`src/sv/dfwf_pkg.sv`:
```
package dfwf_pkg;

    localparam int SAMPLE_W    = 16;
    localparam int TAP_W       = 16;
    localparam int TAP_N       = 7;
    localparam int TAP_CENTER  = 3;
    localparam int IDX_W       = 4;
    localparam int DIM_W       = 5;
    localparam int CFG_IDX_W   = 3;
    localparam int CFG_DATA_W  = 16;
    localparam int PROD_W      = SAMPLE_W + TAP_W;
    localparam int ACC_W       = PROD_W + 3;
    localparam int ROUND_SHIFT = 13;
    localparam int ROUND_BIAS  = 1 << (ROUND_SHIFT - 1);

    localparam int CONTEXT_DEF = 3;
    localparam int DIM_MAX_DEF = 16;

    localparam logic [CFG_IDX_W-1:0] REG_DIM  = 3'd0;
    localparam logic [CFG_IDX_W-1:0] REG_TAP0 = 3'd1;

    localparam logic [DIM_W-1:0] DIM_RESET = 5'd13;

    localparam logic signed [TAP_W-1:0] TAP_RESET [TAP_N] = '{
        16'sd0, -16'sd6134, -16'sd3067, 16'sd0, 16'sd3067, 16'sd6134, 16'sd0
    };

    typedef struct packed {
        logic signed [SAMPLE_W-1:0] sample;
        logic                       end_of_utterance;
    } frame_beat_t;

    typedef struct packed {
        logic signed [SAMPLE_W-1:0] delta;
        logic [IDX_W-1:0]           elem_index;
        logic                       last_of_frame;
        logic                       last_of_run;
        logic                       last_of_utterance;
    } result_beat_t;

    typedef struct packed {
        logic clr;
        logic mul_en;
    } mac_ctl_t;

endpackage

```
`src/sv/dfwf_mac.sv`:
```
module dfwf_mac (
    input  logic                                  clk,
    input  logic                                  rst_n,
    input  dfwf_pkg::mac_ctl_t                    ctl,
    input  logic signed [dfwf_pkg::SAMPLE_W-1:0]  a,
    input  logic signed [dfwf_pkg::TAP_W-1:0]     b,
    output logic signed [dfwf_pkg::SAMPLE_W-1:0]  y
);
    import dfwf_pkg::*;

    localparam int SH_W = ACC_W + 1 - ROUND_SHIFT;

    logic signed [PROD_W-1:0] prod_reg;
    logic                     pv_reg;
    logic signed [ACC_W-1:0]  acc_reg;
    logic signed [ACC_W:0]    biased;
    logic signed [SH_W-1:0]   shifted;
    logic                     ovf_pos;
    logic                     ovf_neg;

    always_ff @(posedge clk)
    begin
        if (ctl.mul_en)
        begin
            prod_reg <= a * b;
        end
    end

    always_ff @(posedge clk or negedge rst_n)
    begin
        if (!rst_n)
        begin
            pv_reg  <= 1'b0;
            acc_reg <= '0;
        end
        else
        begin
            pv_reg <= ctl.mul_en;
            if (ctl.clr)
            begin
                acc_reg <= '0;
            end
            else if (pv_reg)
            begin
                acc_reg <= acc_reg + ACC_W'(prod_reg);
            end
        end
    end

    // round half up, then saturate to Q1.15
    always_comb
    begin
        biased  = (ACC_W + 1)'(acc_reg) + (ACC_W + 1)'(ROUND_BIAS);
        shifted = biased[ACC_W:ROUND_SHIFT];
        ovf_pos = !shifted[SH_W-1] && (|shifted[SH_W-2:SAMPLE_W-1]);
        ovf_neg = shifted[SH_W-1] && !(&shifted[SH_W-2:SAMPLE_W-1]);
        if (ovf_pos)
        begin
            y = {1'b0, {(SAMPLE_W - 1){1'b1}}};
        end
        else if (ovf_neg)
        begin
            y = {1'b1, {(SAMPLE_W - 1){1'b0}}};
        end
        else
        begin
            y = shifted[SAMPLE_W-1:0];
        end
    end

endmodule

```
`src/sv/delta_feature_window_filter.sv`:
```
// Delta (regression window) filter over a stream of feature frames.
// frame channel: one feature element per beat, dim_in_use elements per frame;
//   end_of_utterance on the last element of the final frame flushes the tail.
// result channel: element d of frame t leaves once element d of frame t+CONTEXT
//   has arrived; a flush gives the last CONTEXT frames (fewer if short) in one
//   burst, with frame indices clamped to the utterance.
// cfg channel: index 0 = dim_in_use, 1..7 = tap_0..tap_6 (Q3.13); always ready,
//   write only while the block is idle.
// Each result walks 2*CONTEXT+1 taps through one history RAM read port and one
//   shared 16x16 multiply-accumulate. frame_ready is low while results of the
//   current beat are being made; a beat with no result leaves frame_ready high.
// A full result register sits on the output: when the receiver stalls, the
//   sequencer holds its finished sum until the register drains.
// Reset clears the counters, the ring pointer and restores the register reset
//   values; the history RAM is not cleared and needs no sweep.
module delta_feature_window_filter #(
    parameter int CONTEXT = dfwf_pkg::CONTEXT_DEF,
    parameter int DIM_MAX = dfwf_pkg::DIM_MAX_DEF
) (
    input  logic                                clk,
    input  logic                                rst_n,
    input  logic                                frame_valid,
    output logic                                frame_ready,
    input  dfwf_pkg::frame_beat_t               frame_beat,
    output logic                                result_valid,
    input  logic                                result_ready,
    output dfwf_pkg::result_beat_t              result,
    input  logic                                cfg_valid,
    output logic                                cfg_ready,
    input  logic [dfwf_pkg::CFG_IDX_W-1:0]      cfg_index,
    input  logic [dfwf_pkg::CFG_DATA_W-1:0]     cfg_data
);
    import dfwf_pkg::*;

    localparam int WIN    = 2 * CONTEXT + 1;
    localparam int SLOT_W = $clog2(WIN);
    localparam int JW     = $clog2(CONTEXT + 1);
    localparam int SW     = $clog2(WIN + 3);
    localparam int DEPTH  = WIN * DIM_MAX;
    localparam int AW     = $clog2(DEPTH);
    localparam int AGE_W  = SLOT_W + 2;

    localparam logic [1:0] ST_IDLE = 2'd0;
    localparam logic [1:0] ST_MAC  = 2'd1;
    localparam logic [1:0] ST_EMIT = 2'd2;

    logic [1:0]                 state_reg;
    logic [SW-1:0]              step_reg;
    logic                       rd_v_reg;
    logic [2:0]                 tsel_reg;
    logic [SLOT_W-1:0]          frame_cnt_reg;
    logic [IDX_W-1:0]           elem_cnt_reg;
    logic [SLOT_W-1:0]          head_reg;
    logic [SLOT_W-1:0]          job_n_reg;
    logic [SLOT_W-1:0]          job_head_reg;
    logic [JW-1:0]              job_j0_reg;
    logic [JW-1:0]              cur_j_reg;
    logic [IDX_W-1:0]           cur_e_reg;
    logic                       single_reg;
    logic                       flush_reg;
    logic                       result_valid_reg;
    result_beat_t               result_reg;
    logic [DIM_W-1:0]           dim_reg;
    logic signed [TAP_W-1:0]    tap_reg [TAP_N];

    logic signed [SAMPLE_W-1:0] mem [DEPTH];
    logic signed [SAMPLE_W-1:0] rd_data_reg;

    logic [IDX_W-1:0]           dim_m1;
    logic                       accept;
    logic                       closes;
    logic                       eou;
    logic                       have_first;
    logic [JW-1:0]              j0;
    logic [AW-1:0]              wr_addr;
    logic [AW-1:0]              rd_addr;
    logic                       issue;
    logic [2:0]                 tsel;
    logic signed [AGE_W-1:0]    age_raw;
    logic [SLOT_W-1:0]          age;
    logic [SLOT_W-1:0]          slot;
    logic                       end_f;
    logic                       end_all;
    logic                       load;
    mac_ctl_t                   mac_ctl;
    logic signed [SAMPLE_W-1:0] mac_y;
    result_beat_t               result_next;

    assign frame_ready  = (state_reg == ST_IDLE);
    assign cfg_ready    = 1'b1;
    assign result_valid = result_valid_reg;
    assign result       = result_reg;
    assign accept       = frame_valid && frame_ready;

    always_comb
    begin
        if (dim_reg == '0)
        begin
            dim_m1 = '0;
        end
        else if (dim_reg > DIM_W'(DIM_MAX))
        begin
            dim_m1 = IDX_W'(DIM_MAX - 1);
        end
        else
        begin
            dim_m1 = IDX_W'(dim_reg - 1'b1);
        end
    end

    assign closes     = (elem_cnt_reg >= dim_m1);
    assign eou        = closes && frame_beat.end_of_utterance;
    assign have_first = (frame_cnt_reg >= SLOT_W'(CONTEXT));
    assign j0         = (frame_cnt_reg < SLOT_W'(CONTEXT - 1)) ? JW'(frame_cnt_reg)
                                                               : JW'(CONTEXT - 1);
    assign wr_addr    = AW'(head_reg) * AW'(DIM_MAX) + AW'(elem_cnt_reg);

    // tap walk: age of the frame read for tap step k is j + CONTEXT - k
    assign issue = (state_reg == ST_MAC) && (step_reg < SW'(WIN));
    assign tsel  = 3'(step_reg) + 3'(TAP_CENTER - CONTEXT);

    always_comb
    begin
        age_raw = AGE_W'(cur_j_reg) + AGE_W'(CONTEXT) - AGE_W'(step_reg);
        if (age_raw < 0)
        begin
            age = '0;
        end
        else if (age_raw > $signed({2'b00, job_n_reg}))
        begin
            age = job_n_reg;
        end
        else
        begin
            age = age_raw[SLOT_W-1:0];
        end
        if (job_head_reg >= age)
        begin
            slot = job_head_reg - age;
        end
        else
        begin
            slot = SLOT_W'((SLOT_W + 1)'(job_head_reg) + (SLOT_W + 1)'(WIN)
                           - (SLOT_W + 1)'(age));
        end
        rd_addr = AW'(slot) * AW'(DIM_MAX) + AW'(cur_e_reg);
    end

    always_ff @(posedge clk)
    begin
        if (accept)
        begin
            mem[wr_addr] <= frame_beat.sample;
        end
        rd_data_reg <= mem[rd_addr];
        tsel_reg    <= tsel;
    end

    assign mac_ctl.clr    = (state_reg == ST_MAC) && (step_reg == '0);
    assign mac_ctl.mul_en = rd_v_reg;

    dfwf_mac u_mac (
        .clk   (clk),
        .rst_n (rst_n),
        .ctl   (mac_ctl),
        .a     (rd_data_reg),
        .b     (tap_reg[tsel_reg]),
        .y     (mac_y)
    );

    assign end_f   = (cur_e_reg == dim_m1);
    assign end_all = !single_reg && end_f && (cur_j_reg == '0);
    assign load    = (state_reg == ST_EMIT) && (!result_valid_reg || result_ready);

    always_comb
    begin
        result_next.delta             = mac_y;
        result_next.elem_index        = cur_e_reg;
        result_next.last_of_frame     = end_f;
        result_next.last_of_run       = single_reg ? !flush_reg : end_all;
        result_next.last_of_utterance = end_all;
    end

    always_ff @(posedge clk)
    begin
        if (load)
        begin
            result_reg <= result_next;
        end
    end

    always_ff @(posedge clk or negedge rst_n)
    begin
        if (!rst_n)
        begin
            state_reg        <= ST_IDLE;
            step_reg         <= '0;
            rd_v_reg         <= 1'b0;
            frame_cnt_reg    <= '0;
            elem_cnt_reg     <= '0;
            head_reg         <= '0;
            job_n_reg        <= '0;
            job_head_reg     <= '0;
            job_j0_reg       <= '0;
            cur_j_reg        <= '0;
            cur_e_reg        <= '0;
            single_reg       <= 1'b0;
            flush_reg        <= 1'b0;
            result_valid_reg <= 1'b0;
            dim_reg          <= DIM_RESET;
            tap_reg          <= TAP_RESET;
        end
        else
        begin
            rd_v_reg <= issue;

            if (cfg_valid)
            begin
                if (cfg_index == REG_DIM)
                begin
                    dim_reg <= cfg_data[DIM_W-1:0];
                end
                else
                begin
                    tap_reg[cfg_index - REG_TAP0] <= cfg_data;
                end
            end

            unique case (state_reg)
                ST_IDLE:
                begin
                    if (accept)
                    begin
                        job_n_reg    <= frame_cnt_reg;
                        job_head_reg <= head_reg;
                        job_j0_reg   <= j0;
                        flush_reg    <= eou;
                        step_reg     <= '0;
                        if (have_first)
                        begin
                            cur_j_reg  <= JW'(CONTEXT);
                            cur_e_reg  <= elem_cnt_reg;
                            single_reg <= 1'b1;
                            state_reg  <= ST_MAC;
                        end
                        else if (eou)
                        begin
                            cur_j_reg  <= j0;
                            cur_e_reg  <= '0;
                            single_reg <= 1'b0;
                            state_reg  <= ST_MAC;
                        end
                        if (eou)
                        begin
                            frame_cnt_reg <= '0;
                            elem_cnt_reg  <= '0;
                            head_reg      <= '0;
                        end
                        else if (closes)
                        begin
                            if (frame_cnt_reg != SLOT_W'(WIN - 1))
                            begin
                                frame_cnt_reg <= frame_cnt_reg + 1'b1;
                            end
                            elem_cnt_reg <= '0;
                            head_reg     <= (head_reg == SLOT_W'(WIN - 1)) ? '0
                                                                           : head_reg + 1'b1;
                        end
                        else
                        begin
                            elem_cnt_reg <= elem_cnt_reg + 1'b1;
                        end
                    end
                end
                ST_MAC:
                begin
                    if (step_reg == SW'(WIN + 2))
                    begin
                        state_reg <= ST_EMIT;
                    end
                    else
                    begin
                        step_reg <= step_reg + 1'b1;
                    end
                end
                ST_EMIT:
                begin
                    if (load)
                    begin
                        step_reg <= '0;
                        if (single_reg)
                        begin
                            if (flush_reg)
                            begin
                                cur_j_reg  <= job_j0_reg;
                                cur_e_reg  <= '0;
                                single_reg <= 1'b0;
                                state_reg  <= ST_MAC;
                            end
                            else
                            begin
                                state_reg <= ST_IDLE;
                            end
                        end
                        else if (end_all)
                        begin
                            state_reg <= ST_IDLE;
                        end
                        else if (end_f)
                        begin
                            cur_j_reg <= cur_j_reg - 1'b1;
                            cur_e_reg <= '0;
                            state_reg <= ST_MAC;
                        end
                        else
                        begin
                            cur_e_reg <= cur_e_reg + 1'b1;
                            state_reg <= ST_MAC;
                        end
                    end
                end
                default:
                begin
                    state_reg <= ST_IDLE;
                end
            endcase

            if (load)
            begin
                result_valid_reg <= 1'b1;
            end
            else if (result_ready)
            begin
                result_valid_reg <= 1'b0;
            end
        end
    end

`ifndef NO_ASSERTIONS
    a_result_from_emit: assert property (@(posedge clk) disable iff (!rst_n)
        $rose(result_valid_reg) |-> $past(state_reg == ST_EMIT))
        else $error("result beat raised outside the emit step");

    a_frame_cnt_cap: assert property (@(posedge clk) disable iff (!rst_n)
        frame_cnt_reg <= SLOT_W'(WIN - 1))
        else $error("frame count past its cap");

    a_head_range: assert property (@(posedge clk) disable iff (!rst_n)
        head_reg < SLOT_W'(WIN))
        else $error("ring pointer out of range");

    a_elem_range: assert property (@(posedge clk) disable iff (!rst_n)
        elem_cnt_reg <= IDX_W'(DIM_MAX - 1))
        else $error("element count beyond history row");

    a_job_starts: assert property (@(posedge clk) disable iff (!rst_n)
        accept && (have_first || eou) |=> (state_reg == ST_MAC))
        else $error("beat with results did not start the tap walk");
`endif

endmodule
```
`config.mk`:
```
export PLATFORM = sky130hd
export DESIGN_NAME = delta_feature_window_filter
export DESIGN_NICKNAME = d
export VERILOG_FILES = /design/src/sv/dfwf_pkg.sv /design/src/sv/dfwf_mac.sv /design/src/sv/delta_feature_window_filter.sv
export SDC_FILE = /design/constraint.sdc
export NUM_CORES = 2
export LEC_CHECK = 0
export BUFFER_PORTS_ARGS = -buffer_cell sky130_fd_sc_hd__buf_2
export CAP_MARGIN = 25
export CORE_UTILIZATION = 50
export CTS_BUF_LIST = sky130_fd_sc_hd__clkbuf_4
export DETAILED_ROUTE_END_ITERATION = 16
export PLACE_DENSITY = 0.69
export RECOVER_POWER = 50
export SYNTH_ARGS = -nofsm -noshare
export SYNTH_HDL_FRONTEND = slang
export SYNTH_SLANG_ARGS = --single-unit
```
`constraint.sdc`:
```
create_clock -name clk -period 6.66 [get_ports clk]
set_input_delay 0.333 -clock clk [delete_from_list [all_inputs] [get_ports clk]]
set_output_delay 0.333 -clock clk [all_outputs]
set_load 0.02 [all_outputs]
```
==> flow_summary.toml <==
[sta]
fin_skew_ns = 0.128
final-hold-violation-count = 0
setup_ws_ns = -0.0711
post-route-period-util = 1.01
worst_slew_margin = -1.73
worst_pin_slew_ns = 4.10
post-route-min-period_ns = 6.73
timing.final.setup_violations = 5
rsz0062_at_grt = "yes"
drv_slew = 1778
clock.fmax_mhz = 149

[floorplan]
number_of_ports_placed_on_the_die_boundary = 67
rows = 156
floorplan.initialDensity = 0.505
die_y_extent_um = 430
fp.dieArea_mm2 = 0.185
placeableCoreArea_mm2 = 0.181
die_w_um = 430

[worst_hold_path]
hold_path.startpoint = "frame_valid"
min_to = "job_j0_reg[0]$_DFFE_PN0P_"
worst_hold_path_type = "input pin to flip-flop"
timing.hold.worst_path_depth = 5

[logic_synthesis]
postSynthAreaPerCell_um2 = 18.1
synth_async_sr_flop_share = 0.0911
ys_ff_latch = 2053
yosys_most_used_dff = "sky130_fd_sc_hd__edfxtp_1"
synth-edff-count = 1847
sequential_element_share_of_the_synthesized_area = 0.661
yosysWarningCount = 0
synth_cell_type_count = 80
synth.top_cell.area_share = 0.605
synthXorXnorAreaFrac = 0.00852
synthesized_area_fraction_occupied_by_adder_cells = 0.0777
synth_simple_gate_area_frac = 0.0419
syn_nets = 5505
mappedNetlistArea_mm2 = 0.0916
synthMuxAreaShare = 0.163
synth_top_family_by_area = "multiplexers"
synth.largest_area_cell = "sky130_fd_sc_hd__edfxtp_1"
synth_cells = 5056
post_synth_main_area_contributors = "sky130_fd_sc_hd__edfxtp_1 (61%), sky130_fd_sc_hd__mux4_2 (14%), sky130_fd_sc_hd__fa_1 (5.8%)"
post_synthesis_compound_gate_area_fraction = 0.0231

[final_layout]
finish.cell_count_without_fillers = 8599
number_of_nets_at_the_end_of_the_flow = 6326
post_route_cells_drive_above_1_share = 0.325
layout.filler_cells = 13700
syn_to_final_growth_pct = 14.2
post-route-cell-area_mm2 = 0.105
largest_register_ffs = 1792

[global_routing]
grt_overflow_total = 0
wire_length_of_the_first_global_routing_pass_um = 317000
initial_antenna_violation_count = 6
grt_start_max_net_pins = 113
first_global_vias = 51600
gr-usage-all-layers = 0.228

[setup_path]
rrSetupSlack_ns = -0.07
worst-setup-path-type = "flip-flop to flip-flop"
worstReg2RegStart = "tsel_reg[0]$_DFF_P_"
crit_fanout = 6
critPathRequiredTime_ns = 7.65
worst_path_most_repeated_cell = "sky130_fd_sc_hd__fa_1"
slowest_stage = "sky130_fd_sc_hd__fa_1"
reg2reg_to = "u_mac.prod_reg[30]$_DFFE_PP_"
worst_path_largest_cell_delay_ns = 0.59
crit_path_end_kind = "flip-flop"
reg2reg_depth = 27
setup.worst_path.start_class = "flip-flop"
arrival_time_worst_endpoint_ns = 7.72

[detailed_routing]
avgRoutedWirePerCell_um = 24.2
drt-initial-drc-count = 4591
drt_drc_violations_left = 0
wl_um = 208000
dr_total_vias = 49200
firstDrtPassIters = 5
route.antenna.remaining_nets = 0
routed_via_density = 5.73

[placement]
place.gp.congestion = 0.886
place_ws_ns = -0.503
place.port_buffers = 65
placedCellCount = 7586
detailed_place.area_mm2 = 0.0968
hpwlAfterDp_um = 129000

[clocking]
tritoncts = "yes"
clock_insertion_delay_worst_skew_ns = 1.27
ctsHtreeMaxLevel = 6
cts_buffer_depth = 4
cts_num_sinks = 2053
clkSlewWorstSetupHoldPaths_ns = 0.08
cts-root-buf = "sky130_fd_sc_hd__clkbuf_4"
numCtsBuffers = 543

[run]
cap_viol_max_count = 29

[status]
run_status = "complete, but fails checks"
failed_checks = "max-capacitance violations, max-slew violations, negative setup slack"
worst max-delay path by stage:
stage,start,endpoint,cells after the start
2_1_floorplan,tsel_reg[0]$_DFF_P_,u_mac.prod_reg[31]$_DFFE_PP_,26
3_3_place_gp,tsel_reg[0]$_DFF_P_,u_mac.prod_reg[31]$_DFFE_PP_,26
3_5_place_dp,tsel_reg[0]$_DFF_P_,u_mac.prod_reg[31]$_DFFE_PP_,27
4_1_cts,tsel_reg[0]$_DFF_P_,u_mac.prod_reg[31]$_DFFE_PP_,30
5_1_grt,tsel_reg[0]$_DFF_P_,u_mac.prod_reg[31]$_DFFE_PP_,29
6_report,tsel_reg[0]$_DFF_P_,u_mac.prod_reg[30]$_DFFE_PP_,27
placed cells by master, fill, tap and decap left out, types with 9 or more instances in the layout:
cell / netlist / routed
sky130_fd_sc_hd__o21ai_0: 69 / 57
sky130_fd_sc_hd__nand3_1: 81 / 78
sky130_fd_sc_hd__and3_1: 9 / 9
sky130_fd_sc_hd__nor2_1: 256 / 247
sky130_fd_sc_hd__fa_1: 266 / 262
sky130_fd_sc_hd__a21oi_2: 4 / 21
sky130_fd_sc_hd__clkbuf_4: 0 / 787
sky130_fd_sc_hd__xnor2_1: 58 / 56
sky130_fd_sc_hd__nand2b_1: 31 / 29
sky130_fd_sc_hd__dfstp_2: 36 / 36
sky130_fd_sc_hd__o21ai_1: 39 / 42
sky130_fd_sc_hd__and2_1: 49 / 44
sky130_fd_sc_hd__buf_4: 6 / 280
sky130_fd_sc_hd__inv_1: 344 / 337
sky130_fd_sc_hd__clkbuf_1: 140 / 50
sky130_fd_sc_hd__xor2_1: 28 / 27
sky130_fd_sc_hd__clkinv_1: 1 / 77
sky130_fd_sc_hd__nand4_1: 12 / 12
sky130_fd_sc_hd__mux2i_1: 60 / 60
sky130_fd_sc_hd__mux4_2: 572 / 572
sky130_fd_sc_hd__nor2b_1: 95 / 94
sky130_fd_sc_hd__dfxtp_1: 19 / 18
sky130_fd_sc_hd__a211oi_1: 15 / 14
sky130_fd_sc_hd__dlygate4sd3_1: 0 / 82
sky130_fd_sc_hd__a21oi_1: 105 / 86
sky130_fd_sc_hd__buf_6: 2 / 11
sky130_fd_sc_hd__ha_4: 0 / 10
sky130_fd_sc_hd__edfxtp_1: 1847 / 1847
sky130_fd_sc_hd__ha_1: 142 / 130
sky130_fd_sc_hd__o21a_1: 16 / 15
sky130_fd_sc_hd__buf_12: 0 / 23
sky130_fd_sc_hd__nor3_1: 12 / 10
sky130_fd_sc_hd__a31oi_1: 10 / 9
sky130_fd_sc_hd__inv_2: 1 / 21
sky130_fd_sc_hd__buf_2: 67 / 47
sky130_fd_sc_hd__dfrtp_1: 151 / 149
sky130_fd_sc_hd__a21o_1: 25 / 25
sky130_fd_sc_hd__nand2_1: 265 / 261
sky130_fd_sc_hd__mux2_2: 117 / 116
repair_timing:
action                                  4_1_cts  5_1_grt
buffers inserted                             14        4
gates resized for setup                      57       47
gates cloned                                  0        1
hold endpoints to repair                   2062       10
hold buffers                                 83        1
endpoints found under the setup margin       12       14
pin swaps                                    42       25
critical path: cells and delay by family, from the launching register on:
kind                       cells  cell delay [ns]
DFF                            1             0.43
buffers and inverters          6             0.46
AOI/OAI and AO/OA              8             1.18
xor gates and xnor gates       1             0.14
and+or+nand+nor                4             0.45
muxes                          1             0.50
adders and majority gates      7             3.31
cell families (layout without fill, tap and decap cells):
family | Yosys count | in the layout
buf+inv | 572 | 1739
fa+ha+maj | 410 | 410
simple gates | 836 | 836
xor+xnor | 87 | 87
flops | 2053 | 2053
compound gates | 344 | 344
mux | 753 | 753
other cells | 1 | 7
area by class of cell:
class	count	area, um2	area share
clock buffer	785	5890	0.0563
timing repair buffer	502	4050	0.0387
tap	2370	2970	0.0283
antenna	6	15.0	0.000143
clock inverter	106	601	0.00574
sequential	2053	60600	0.579
multi-input combinational	2431	29200	0.279
inverter	346	1300	0.0125
synth_stat cells, types with 81 or more instances:
library cell and count:
sky130_fd_sc_hd__nor2b_1 95, sky130_fd_sc_hd__mux4_2 572, sky130_fd_sc_hd__fa_1 266, sky130_fd_sc_hd__mux2_2 117, sky130_fd_sc_hd__nand3_1 81, sky130_fd_sc_hd__dfrtp_1 151, sky130_fd_sc_hd__nor2_1 256, sky130_fd_sc_hd__inv_1 344
sky130_fd_sc_hd__clkbuf_1 140, sky130_fd_sc_hd__a21oi_1 105, sky130_fd_sc_hd__edfxtp_1 1847, sky130_fd_sc_hd__ha_1 142, sky130_fd_sc_hd__nand2_1 265
metal layers:
layer,share of wire,up-vias,routed length (um),global-route usage
li1,-,21400,-,-
met1,0.42,25600,87400,0.325
met2,0.47,1904,98000,0.349
met3,0.079,327,16500,0.0504
met4,0.029,0,5980,0.0838
met5,0,-,0,0
through the flow:
stage               hold WS (ns)  utilization  TNS [ns]
floorplan                 0.0374            -  -0.00347
global placement           0.454        0.533     -2.32
detailed placement         0.458        0.534     -2.80
CTS                       0.0599        0.577    -0.402
global route               0.161        0.577     -2.39
finish                     0.221        0.577    -0.185
Power is left out: the tool's default activity adds up to more than one toggle a clock period on the data nets, which glitch-free logic cannot reach.
